## src/rtl/core/prc_pkg.sv

```systemverilog
`timescale 1ns / 1ps
// ----------------------------------------------------------------------------
// prc_pkg: shared definitions for the point rotation block
// Widths, fixed-point constants and the CORDIC arctangent table.
// ----------------------------------------------------------------------------
package prc_pkg;

  localparam int unsigned COORD_WIDTH_DEF  = 24;
  localparam int unsigned CORDIC_STEPS_DEF = 16;
  localparam int unsigned ANGLE_W          = 16;
  localparam int unsigned TRIG_W           = 32;
  localparam int unsigned TRIG_FRAC        = 30;
  localparam int unsigned ATAN_ENTRIES     = 24;
  localparam int unsigned PREP_STAGES      = 3;
  localparam int unsigned ROT_STAGES       = 3;

  // A full turn is 23040 angle units. The binary angle is a * 2^23 / 45,
  // split into a * 186413 + floor(a * 23 / 45).
  localparam int unsigned FULL_TURN   = 23040;
  localparam int unsigned RED_W       = 15;
  localparam int unsigned TURN_MUL    = 186413;
  localparam int unsigned FRAC_MUL    = 34300107;
  localparam int unsigned FRAC_MUL_W  = 26;
  localparam int unsigned FRAC_SHIFT  = 26;
  localparam int unsigned CORDIC_GAIN = 652032874;

  typedef logic signed [TRIG_W-1:0] trig_t;

  localparam trig_t ATAN_TAB [ATAN_ENTRIES] = '{
    32'sd536870912, 32'sd316933406, 32'sd167458907, 32'sd85004756,
    32'sd42667331,  32'sd21354465,  32'sd10679838,  32'sd5340245,
    32'sd2670163,   32'sd1335087,   32'sd667544,    32'sd333772,
    32'sd166886,    32'sd83443,     32'sd41722,     32'sd20861,
    32'sd10430,     32'sd5215,      32'sd2608,      32'sd1304,
    32'sd652,       32'sd326,       32'sd163,       32'sd81
  };

endpackage

```

## src/rtl/core/prc_cordic_cell.sv

```systemverilog
`timescale 1ns / 1ps
// ----------------------------------------------------------------------------
// prc_cordic_cell: one rotation-mode CORDIC iteration
// Holds one step's x, y and residual angle and passes them to the next cell.
// ----------------------------------------------------------------------------
module prc_cordic_cell #(
  parameter int unsigned SHIFT = 0
) (
  input  logic           clk_i,
  input  logic           en_i,
  input  prc_pkg::trig_t x_i,
  input  prc_pkg::trig_t y_i,
  input  prc_pkg::trig_t z_i,
  input  logic           flip_i,
  output prc_pkg::trig_t x_o,
  output prc_pkg::trig_t y_o,
  output prc_pkg::trig_t z_o,
  output logic           flip_o
);
  import prc_pkg::*;

  trig_t xs, ys, x_d, y_d, z_d;
  trig_t x_q, y_q, z_q;
  logic  flip_q;

  always_comb begin
    xs = x_i >>> SHIFT;
    ys = y_i >>> SHIFT;
    if (!z_i[TRIG_W-1]) begin
      x_d = x_i - ys;
      y_d = y_i + xs;
      z_d = z_i - ATAN_TAB[SHIFT];
    end else begin
      x_d = x_i + ys;
      y_d = y_i - xs;
      z_d = z_i + ATAN_TAB[SHIFT];
    end
  end

  always_ff @(posedge clk_i) begin
    if (en_i) begin
      x_q    <= x_d;
      y_q    <= y_d;
      z_q    <= z_d;
      flip_q <= flip_i;
    end
  end

  assign x_o    = x_q;
  assign y_o    = y_q;
  assign z_o    = z_q;
  assign flip_o = flip_q;

endmodule

```

## config.mk

```make
export PLATFORM = sky130hd
export DESIGN_NAME = prc_cordic_cell
export DESIGN_NICKNAME = d
export VERILOG_FILES = /design/src/rtl/core/prc_pkg.sv /design/src/rtl/core/prc_cordic_cell.sv
export SDC_FILE = /design/constraint.sdc
export NUM_CORES = 1
export LEC_CHECK = 0
export BUFFER_PORTS_ARGS = -buffer_cell sky130_fd_sc_hd__buf_2
export CORE_MARGIN = 5
export CORE_UTILIZATION = 60
export CTS_CLUSTER_SIZE = 20
export DETAILED_ROUTE_END_ITERATION = 16
export PLACE_DENSITY = 0.88
export SYNTH_ARGS = -nofsm -noshare
export SYNTH_HDL_FRONTEND = slang
export SYNTH_SLANG_ARGS = --single-unit
```

## constraint.sdc

```tcl
create_clock -name clk_i -period 9.3 [get_ports clk_i]
set_input_delay 1.395 -clock clk_i [delete_from_list [all_inputs] [get_ports clk_i]]
set_output_delay 1.395 -clock clk_i [all_outputs]
set_load 0.005 [all_outputs]
```

==> implementation parameters <==
Parameter                              Value

Run status
  Result of the run    finished clean

Drt
  Residual antenna-violating net count after detailed routing    0
  Wire length after detailed routing    26,700 µm
  Initial detailed-routing violation count    945
  Routed len/inst    20.4 µm
  Residual DRC count    0
  Vias per std cell    slightly above 6
  Vias after detailed routing    8,081
  DRT Pass-1 Iters    6

Synth
  Syn_nets    1,158
  Number of warnings issued by yosys    0
  Syn Std Cell Area    0.00853 mm²
  Cell with the most instances after synthesis    a21oi_1
  Sequential share of the synthesized area    0.338
  Post-synthesis cell type count    71
  Area share of the leading cell type in the synthesized netlist    0.338
  Yosys top cell by area    edfxtp_1
  EDFF count, synth    96
  Commonest register cell after synthesis    edfxtp_1
  Post-Syn Instances    roughly 950
  FF+latch count, synth    96
  Ranking of synthesized cells by instance count    a21oi_1 (118), ha_1 (102), edfxtp_1 (96)
  Synthesized area per cell    roughly 8.9 µm²
  Top cells by area in the synthesized netlist    edfxtp_1 (34%), ha_1 (15%), a21oi_1 (6.9%)
  Post-synthesis async set-or-reset flop share    0

Die
  Die Width    roughly 130 µm
  Num ports    ~200
  Overall die height    between 100 and 150 µm
  Row count    43
  Die area    around 0.017 mm²
  Initial Utilization    0.612
  Placeable Area    0.0139 mm²

GRT
  Residual overflow from global routing    0
  Via count of the first global-routing pass    7,437
  Maximum number of pins on one net before global-route repair    83
  Global-route wire length before repair    roughly 40,000 µm
  Initial antenna violation count    1
  GRT Resource Usage Total    0.308

Clocking
  Clock buffers created by TritonCTS    9
  Clock tree from TritonCTS    done
  Post-CTS Hold Fix Bufs    0
  Longest Clk Path Bufs    2
  Clock slew at the register clock pins of the worst setup and hold paths    0.08 ns
  CTS Sinks    96
  Level count of the clock H-tree    3
  CTS-repair resized insts    0
  Post-CTS setup repair buffer count    0
  Root buffer cell    clkbuf_16

Critical path
  Critical Path Sink Type    flip-flop
  Critical path data arrival time    around 4.3 ns
  Biggest fanout along the worst timing path    4
  Delay contributed by the slowest stage of the critical path    0.43 ns
  WP data required    9.40 ns
  Worst setup path category    in -> reg
  Standard cell with the maximum stage delay on the critical path    fa_1
  Kind of start point of the critical path    input pin
  Ordered list of cells on the worst path    buf_2 > ha_1 > fa_1 > nor2b_1 > o311ai_1 > a21oi_1 > a31oi_2 > nor2_1 > a211o_1 > a2111oi_2 > o311ai_1 > xnor2_1
  Top cell by count, worst path    o311ai_1

Timing
  Setup total negative slack    0 ns
  Count of final hold-check violations    0
  Shortest period the worst path allows    4.23 ns
  Rel. slew slack    0.295
  Total count of max-transition violations in the final report    0
  Worst Hold Slack    ~1.2 ns
  Tightest Pin Transition    1.06 ns
  Unrepaired setup endpoints after global routing    false
  Number of setup violations in the final report    0
  Fmax achieved    0.237 GHz
  Period utilisation layout    0.455

Cells and area
  Post-route insts no fill    1,306
  Fraction of final layout cells with drive strength greater than 1    0.219
  Final-stage net count    1,324
  Relative area change from synthesis to final layout    15.2%
  Number of inserted filler cells in the final layout    1,110

Placed design
  Number of placed instances with taps included    1,289
  Final weighted congestion in routability-driven placement    0.972
  HPWL Detailed    ~21,000 µm
  Count of port buffers added during placement    around 200

Pwr
  Pwr Density    about 150 mW/mm²
  Static leakage power    4.40 nW
  Maximum resistive drop on vdd    0.0889 mV

Run
  Number of violations of the max-capacitance limit    0

Hold path
  Kind of path behind the tightest hold check    in -> reg
-- cells by family (layout without fill, tap and decap cells) --
| group | after synthesis | count (layout) | synth area share |
|---|---|---|---|
| AOI/OAI and AO/OA | 315 | 315 | 0.237 |
| xor gates and xnor gates | 62 | 62 | 0.0637 |
| adders and majority gates | 105 | 105 | 0.157 |
| buffers and inverters | 143 | 314 | 0.0697 |
| DFF | 96 | 96 | 0.338 |
| muxes | 11 | 11 | 0.0131 |
| other | 0 | 1 | 0 |
| and+or+nand+nor | 222 | 222 | 0.122 |
-- sequential cells by signal, indices dropped and copies added (netlist names) --
name    count
flip_o      1
x_o        31
y_o        32
z_o        32
-- placed cells by master, fill, tap and decap left out, types with 7 or more instances in the layout --
cell | Yosys | layout
a211oi_1 | 14 | 14
a21o_1 | 20 | 20
a21oi_1 | 118 | 118
buf_2 | 7 | 194
clkbuf_16 | 0 | 9
edfxtp_1 | 96 | 96
ha_1 | 102 | 102
inv_1 | 91 | 91
inv_2 | 7 | 7
mux2i_1 | 10 | 10
nand2_1 | 44 | 44
nand3_1 | 15 | 15
nand4_1 | 12 | 12
nor2_1 | 89 | 89
nor2b_1 | 13 | 13
nor3_1 | 17 | 17
nor4_1 | 7 | 7
o211ai_1 | 9 | 9
o21ai_0 | 55 | 55
o21ai_1 | 8 | 8
o21bai_1 | 23 | 23
o31ai_1 | 10 | 10
xnor2_1 | 56 | 56
-- report_power, final --
group	switching [mW]	leakage [nW]	internal, mW
Sequential	0.0235	0.940	0.558
Combinational	0.313	3.33	0.199
Clock	0.181	0.139	0.187
-- final cells by class --
| class | count | area, µm² | area share |
|---|---|---|---|
| clock buffer | 9 | 225 | 0.0229 |
| sequential | 96 | 2880 | 0.294 |
| clock inverter | 7 | 65.1 | 0.00662 |
| inverter | 101 | 379 | 0.0386 |
| tap | 180 | 225 | 0.0229 |
| antenna | 1 | 2.50 | 0.000255 |
| multi-input combinational | 715 | 5050 | 0.514 |
| timing repair buffer | 197 | 993 | 0.101 |
-- through the flow --
step            util  instance area (µm²)  power [mW]  worst slack, ns
6_report       0.705                 9820        1.46             5.07
5_1_grt        0.705                 9820        1.53             4.89
4_1_cts        0.705                 9820        1.45             5.13
3_5_place_dp   0.684                 9530        1.09             4.78
3_3_place_gp   0.684                 9530        1.08             4.78
2_1_floorplan      -                 8530       0.892             5.34
-- path summary, 6_finish.rpt --
path	startpoint	endpoint	slack [ns]	depth (start not counted)
min	z_i[25]	z_o[25]$_DFFE_PP_	1.22	1
max	x_i[0]	y_o[30]$_DFFE_PP_	5.07	12
-- per-layer routing --
layer,GRT usage,vias to the layer above,share of wire
li1,-,3724,-
met1,0.431,3762,0.40
met2,0.472,530,0.44
met3,0.0664,65,0.13
met4,0.112,0,0.034
met5,0,-,0
-- critical path: cells and delay by family --
family	cells	cell delay, ns
buffers and inverters	1	0.13
AOI/OAI and AO/OA	6	1.66
and+or+nand+nor	2	0.32
adders and majority gates	2	0.65
xor gates and xnor gates	1	0.17
(Power assumes the default switching activity.)
