### src/rtl/core/prc_pkg.sv
`timescale 1ns / 1ps
// ----------------------------------------------------------------------------
// prc_pkg: shared definitions for the point rotation block
// Widths, fixed-point constants and the CORDIC arctangent table.
// ----------------------------------------------------------------------------
package prc_pkg;

  localparam int unsigned COORD_WIDTH_DEF  = 24;
  localparam int unsigned CORDIC_STEPS_DEF = 16;
  localparam int unsigned ANGLE_W          = 16;
  localparam int unsigned TRIG_W           = 32;
  localparam int unsigned TRIG_FRAC        = 30;
  localparam int unsigned ATAN_ENTRIES     = 24;
  localparam int unsigned PREP_STAGES      = 3;
  localparam int unsigned ROT_STAGES       = 3;

  // A full turn is 23040 angle units. The binary angle is a * 2^23 / 45,
  // split into a * 186413 + floor(a * 23 / 45).
  localparam int unsigned FULL_TURN   = 23040;
  localparam int unsigned RED_W       = 15;
  localparam int unsigned TURN_MUL    = 186413;
  localparam int unsigned FRAC_MUL    = 34300107;
  localparam int unsigned FRAC_MUL_W  = 26;
  localparam int unsigned FRAC_SHIFT  = 26;
  localparam int unsigned CORDIC_GAIN = 652032874;

  typedef logic signed [TRIG_W-1:0] trig_t;

  localparam trig_t ATAN_TAB [ATAN_ENTRIES] = '{
    32'sd536870912, 32'sd316933406, 32'sd167458907, 32'sd85004756,
    32'sd42667331,  32'sd21354465,  32'sd10679838,  32'sd5340245,
    32'sd2670163,   32'sd1335087,   32'sd667544,    32'sd333772,
    32'sd166886,    32'sd83443,     32'sd41722,     32'sd20861,
    32'sd10430,     32'sd5215,      32'sd2608,      32'sd1304,
    32'sd652,       32'sd326,       32'sd163,       32'sd81
  };

endpackage

### src/rtl/core/prc_angle_prep.sv
`timescale 1ns / 1ps
// ----------------------------------------------------------------------------
// prc_angle_prep: angle reduction and binary angle conversion
// Three stages: reduce modulo a full turn, scale to a 32-bit binary angle,
// then fold the left half plane onto the right one.
// ----------------------------------------------------------------------------
module prc_angle_prep (
  input  logic                                clk_i,
  input  logic                                en_i,
  input  logic signed [prc_pkg::ANGLE_W-1:0]  angle_i,
  input  logic                                rev_i,
  output prc_pkg::trig_t                      z_o,
  output logic                                flip_o
);
  import prc_pkg::*;

  localparam logic signed [17:0] FULL_S = 18'(FULL_TURN);
  localparam logic signed [17:0] TWO_S  = 18'(2 * FULL_TURN);

  logic signed [17:0]      ang_s;
  logic signed [17:0]      red_s;
  logic [RED_W-1:0]        a_q;
  logic [RED_W+17:0]       p1_full;
  logic [RED_W+FRAC_MUL_W-1:0] p2_full;
  logic [TRIG_W-1:0]       p1_q;
  logic [RED_W-1:0]        q_q;
  logic [TRIG_W-1:0]       theta;
  logic                    flip_d;
  trig_t                   z_d;
  trig_t                   z_q;
  logic                    flip_q;

  always_comb begin
    ang_s = 18'(angle_i);
    if (rev_i) begin
      ang_s = -ang_s;
    end
    priority if (ang_s < -FULL_S) begin
      red_s = ang_s + TWO_S;
    end else if (ang_s < 18'sd0) begin
      red_s = ang_s + FULL_S;
    end else if (ang_s >= FULL_S) begin
      red_s = ang_s - FULL_S;
    end else begin
      red_s = ang_s;
    end
  end

  assign p1_full = {18'b0, a_q} * (RED_W+18)'(TURN_MUL);
  assign p2_full = {{FRAC_MUL_W{1'b0}}, a_q} * (RED_W+FRAC_MUL_W)'(FRAC_MUL);

  always_comb begin
    theta  = p1_q + {{(TRIG_W-RED_W){1'b0}}, q_q};
    flip_d = (theta[TRIG_W-1] != theta[TRIG_W-2]);
    z_d    = flip_d ? {~theta[TRIG_W-1], theta[TRIG_W-2:0]} : theta;
  end

  always_ff @(posedge clk_i) begin
    if (en_i) begin
      a_q    <= red_s[RED_W-1:0];
      p1_q   <= p1_full[TRIG_W-1:0];
      q_q    <= p2_full[FRAC_SHIFT+RED_W-1:FRAC_SHIFT];
      z_q    <= z_d;
      flip_q <= flip_d;
    end
  end

  assign z_o    = z_q;
  assign flip_o = flip_q;

endmodule

### config.mk
export PLATFORM = sky130hd
export DESIGN_NAME = prc_angle_prep
export DESIGN_NICKNAME = d
export VERILOG_FILES = /design/src/rtl/core/prc_pkg.sv /design/src/rtl/core/prc_angle_prep.sv
export SDC_FILE = /design/constraint.sdc
export NUM_CORES = 1
export LEC_CHECK = 0
export ABC_AREA = 1
export BUFFER_PORTS_ARGS = -buffer_cell sky130_fd_sc_hd__buf_2
export CAP_MARGIN = 40
export CORE_ASPECT_RATIO = 0.8
export CORE_MARGIN = 1.5
export CORE_UTILIZATION = 59
export CTS_CLUSTER_DIAMETER = 80
export CTS_CLUSTER_SIZE = 30
export DETAILED_ROUTE_END_ITERATION = 10
export MAX_ROUTING_LAYER = met4
export PLACE_DENSITY_LB_ADDON = 0.3
export SYNTH_ARGS = -nofsm -noshare
export SYNTH_HDL_FRONTEND = slang
export SYNTH_SLANG_ARGS = --single-unit
### constraint.sdc
create_clock -name clk_i -period 5 [get_ports clk_i]
set_input_delay 1 -clock clk_i [delete_from_list [all_inputs] [get_ports clk_i]]
set_output_delay 1 -clock clk_i [all_outputs]
set_load 0.02 [all_outputs]
==> metrics.md <==
| Metric | Value |
|---|---|
| Status | finished, violations left |
| Failing checks | setup timing |
| Critical path origin | a_q[14] |
| Ys Warns | 0 |
| CP most frequent cell | fa_1 |
| First-pass GRT wire length | 58000 microns |
| FFs w/ async S/R, synth | 0% |
| Area Growth Syn to Fin | 32.4% |
| DP Wirelength | 30600 microns |
| Setup WS post-layout | -0.250 ns |
| Initial Util | 60.1% |
| Clk buf depth | 2 |
| Drt via density | 5.44 |
| CTS Hold Buffers Added | 0 |
| Setup violations, final | 20 |
| CTS sink cnt | 95 |
| Starting DRT DRC Count | around 770 |
| Sequential element share of the synthesized area | about a fifth |
| Total global routing overflow | 0 |
| Hold Fails Final Rpt | 0 |
| Post-Route WL | 39500 microns |
| Reg2Reg Setup Slack | -0.25 ns |
| Rel. slew slack | 47.0% |
| Hold path depth | 1 |
| Worst-path cell chain | buf_6 -> ha_4 -> fa_2 -> inv_2 -> fa_1 -> inv_1 -> fa_2 -> inv_2 -> fa_1 -> fa_1 -> ha_4 -> a21oi_4 -> o21ai_2 -> a21oi_2 -> o21ai_1 -> nand2_1 -> nand4_1 -> nand3_2 -> nand3_2 -> xor2_1 |
| RD Place Congestion | 1.04 |
| Arr. time, crit path | 5.36 ns |
| Post-synth EDFFs | 95 |
| Startpoint types | flop |
| Top delay family on crit path | adder cells |
| CTS root buf | clkbuf_16 |
| Antenna violations before repair | 0 |
| Slew Limit Fails | 0 |
| Crit-path slowest cell | fa_2 |
| CTS tree | yes |
| Die H | 138 microns |
| Clk slew on worst S/H paths | 0.08 ns |
| Ports | 52 |
| Cells after Synth | between 1000 and 1500 |
| DRC | 0 |
| Final Cycle Share | 105% |
| Unrepaired setup endpoints after global routing | true |
| PortBufs | about 50 |
| Worst Setup EP | q_q[12] |
| Final critical-path required period | 5.25 ns |
| Full die area | 23800 sq um |
| CP endpoint kind | flop |
| CP bufs+invs | 4 |
| Hold Path Class | reg -> reg |
| Max Freq | 190 MHz |
| Avg WL per Cell | 18.8 microns |
| Vias | 11432 |
| Mapped Area | 13500 sq um |
| # rows | 49 |
| DRT antenna net count | 0 |
| Core area | about 23000 sq um |
| Dpl ws | -0.373 ns |
| Fill count | 1402 |
| Crit Path Max Fanout | 5 |
| Syn nets | 1894 |
| DR pass1 iterations | 7 |
| Cell count along the critical path | 20 |
| Diode count | 0 |
| Crit Reg-Reg Startpoint | a_q[14] |
| Max-Cap Viols | 0 |
| Nets | 2196 |
| Skew-Pair Late Insertion Delay | between 0.3 and 0.4 ns |
| Syn Area/Cell | 9.09 sq um |
| Post-synth cell types | 48 |
| Worst r2r path cells | 20 |
| Slew @ Worst Pin | 0.795 ns |
| CTS Buf Count | 9 |
| Worst path max stage delay | about 0.54 ns |
| Vias in the first global route | 11211 |
| Die W | 172 microns |
| Share of post-route cells with drive strength above 1 | about a third |
| CP required | about 5.1 ns |
| H-tree Lvls | 3 |
| Crit path kind | reg -> reg |
| Largest net degree at the start of global routing | 61 |
| End of the worst register-to-register path | q_q[12] |
| Gr usage total | between 30% and 40% |
| Final Skew | about 0.015 ns |
| Primary FF master, synth | edfxtp_1 |
| Seq cells post-synth | 95 |
==> area by class of cell <==
| cell class | instances | area, sq um | area share, % |
|---|---|---|---|
| flip-flops and latches | 95 | 2850 | 15.9 |
| well taps | 306 | 383 | 2.14 |
| multi-input cells | 1024 | 10800 | 60.3 |
| inverters | 365 | 1380 | 7.70 |
| clock inverters | 7 | 63.8 | 0.356 |
| clock buffers | 9 | 225 | 1.26 |
| repair buffers | 294 | 2200 | 12.3 |
==> Yosys cell counts, drive strengths merged (2+ instances only) <==
| library cell | number | area [sq um] |
|---|---|---|
| a21boi | 3 | 26.3 |
| a21o | 4 | 30.0 |
| a21oi | 84 | 435 |
| a31oi | 5 | 31.3 |
| and3 | 2 | 12.5 |
| buf | 3 | 27.5 |
| edfxtp | 95 | 2850 |
| fa | 134 | 2680 |
| ha | 254 | 3180 |
| inv | 364 | 1370 |
| nand2 | 233 | 927 |
| nand3 | 52 | 278 |
| nand3b | 2 | 15.0 |
| nand4 | 16 | 100 |
| nor2 | 64 | 268 |
| nor3 | 16 | 95.1 |
| nor4 | 5 | 31.3 |
| o211ai | 2 | 15.0 |
| o21a | 6 | 45.0 |
| o21ai | 52 | 290 |
| o21bai | 3 | 22.5 |
| xnor2 | 22 | 193 |
| xor2 | 59 | 543 |
==> flip-flops by register name, summed over array words and instances (netlist names) <==
name    count
a_q        15
q_q        15
z_o        32
p1_q       32
flip_o      1
==> per-stage QoR <==
step	util (%)	hold WS (ns)	setup TNS (ns)	area, sq um	instances
finish	79.6	0.563	-2.28	17900	2100
global route	79.6	0.570	-5.59	17900	2100
CTS	75.4	0.562	-0.798	17000	2084
detailed placement	70.2	0.544	-6.39	15800	2036
global placement	70.2	0.518	-4.62	15800	2036
floorplan	-	0.513	-0.0162	13700	1487
==> how the worst min path moves through the flow <==
stage               slack [ns]     end   start
floorplan                 0.51  z_o[0]  q_q[0]
finish                    0.56  z_o[0]  q_q[0]
global route              0.57  z_o[0]  q_q[0]
CTS                       0.56  z_o[0]  q_q[0]
detailed placement        0.54  z_o[0]  q_q[0]
global placement          0.52  z_o[0]  q_q[0]
==> worst reg2reg max path: stages, from the launching register on <==
cell and delay, ns:
edfxtp_1 0.41, buf_6 0.17, ha_4 0.25, fa_2 0.55, inv_2 0.07, fa_1 0.54
inv_1 0.07, fa_2 0.40, inv_2 0.07, fa_1 0.45, fa_1 0.54, ha_4 0.23
a21oi_4 0.17, o21ai_2 0.08, a21oi_2 0.17, o21ai_1 0.11, nand2_1 0.12, nand4_1 0.18
nand3_2 0.16, nand3_2 0.10, xor2_1 0.16
==> cell families after synthesis <==
kind of cell	Yosys count	synth area share, %
buffers and inverters	368	10.4
AOI/OAI and AO/OA	164	6.93
adders and majority gates	388	43.3
xor gates and xnor gates	81	5.44
DFF	95	21.1
and+or+nand+nor	391	12.8
==> metal layers <==
| metal | vias up | routed length (microns) | global-route usage (%) | part of all wire, % |
|---|---|---|---|---|
| li1 | 5376 | - | - | - |
| met3 | 96 | 3000 | 6.93 | 7.6 |
| met2 | 465 | 19100 | 53.4 | 48 |
| met1 | 5495 | 16100 | 42.5 | 41 |
| met4 | 0 | 1340 | 9.89 | 3.4 |
| met5 | - | 0 | - | 0 |
==> what timing repair did <==
item	CTS	global route
pin swaps	83	111
setup buffers	33	21
setup endpoints to repair	31	31
resized for setup	112	179
==> layout by cell type (no fill, tap or decap), types with 4 or more instances in the layout <==
| master | count |
|---|---|
| clkbuf_16 | 9 |
| fa_2 | 17 |
| a21oi_2 | 20 |
| xor2_1 | 53 |
| nor2_1 | 46 |
| o21a_1 | 6 |
| o21ai_2 | 14 |
| nor2_4 | 9 |
| ha_4 | 62 |
| nand2_4 | 10 |
| ha_1 | 188 |
| inv_6 | 4 |
| nand3_1 | 45 |
| edfxtp_1 | 95 |
| a21oi_1 | 50 |
| nand2_1 | 194 |
| inv_1 | 317 |
| nand4_1 | 16 |
| buf_4 | 220 |
| buf_2 | 50 |
| xnor2_1 | 22 |
| o21ai_0 | 23 |
| buf_6 | 21 |
| inv_2 | 44 |
| nor3_4 | 4 |
| nand2_2 | 29 |
| o21ai_1 | 12 |
| nor2_2 | 9 |
| nand3_2 | 4 |
| a21o_1 | 4 |
| ha_2 | 4 |
| nor3_1 | 8 |
| fa_1 | 117 |
| a21oi_4 | 14 |
| nor3_2 | 4 |
Power is left out: the tool's default activity adds up to more than one toggle a clock period on the data nets, which glitch-free logic cannot reach.
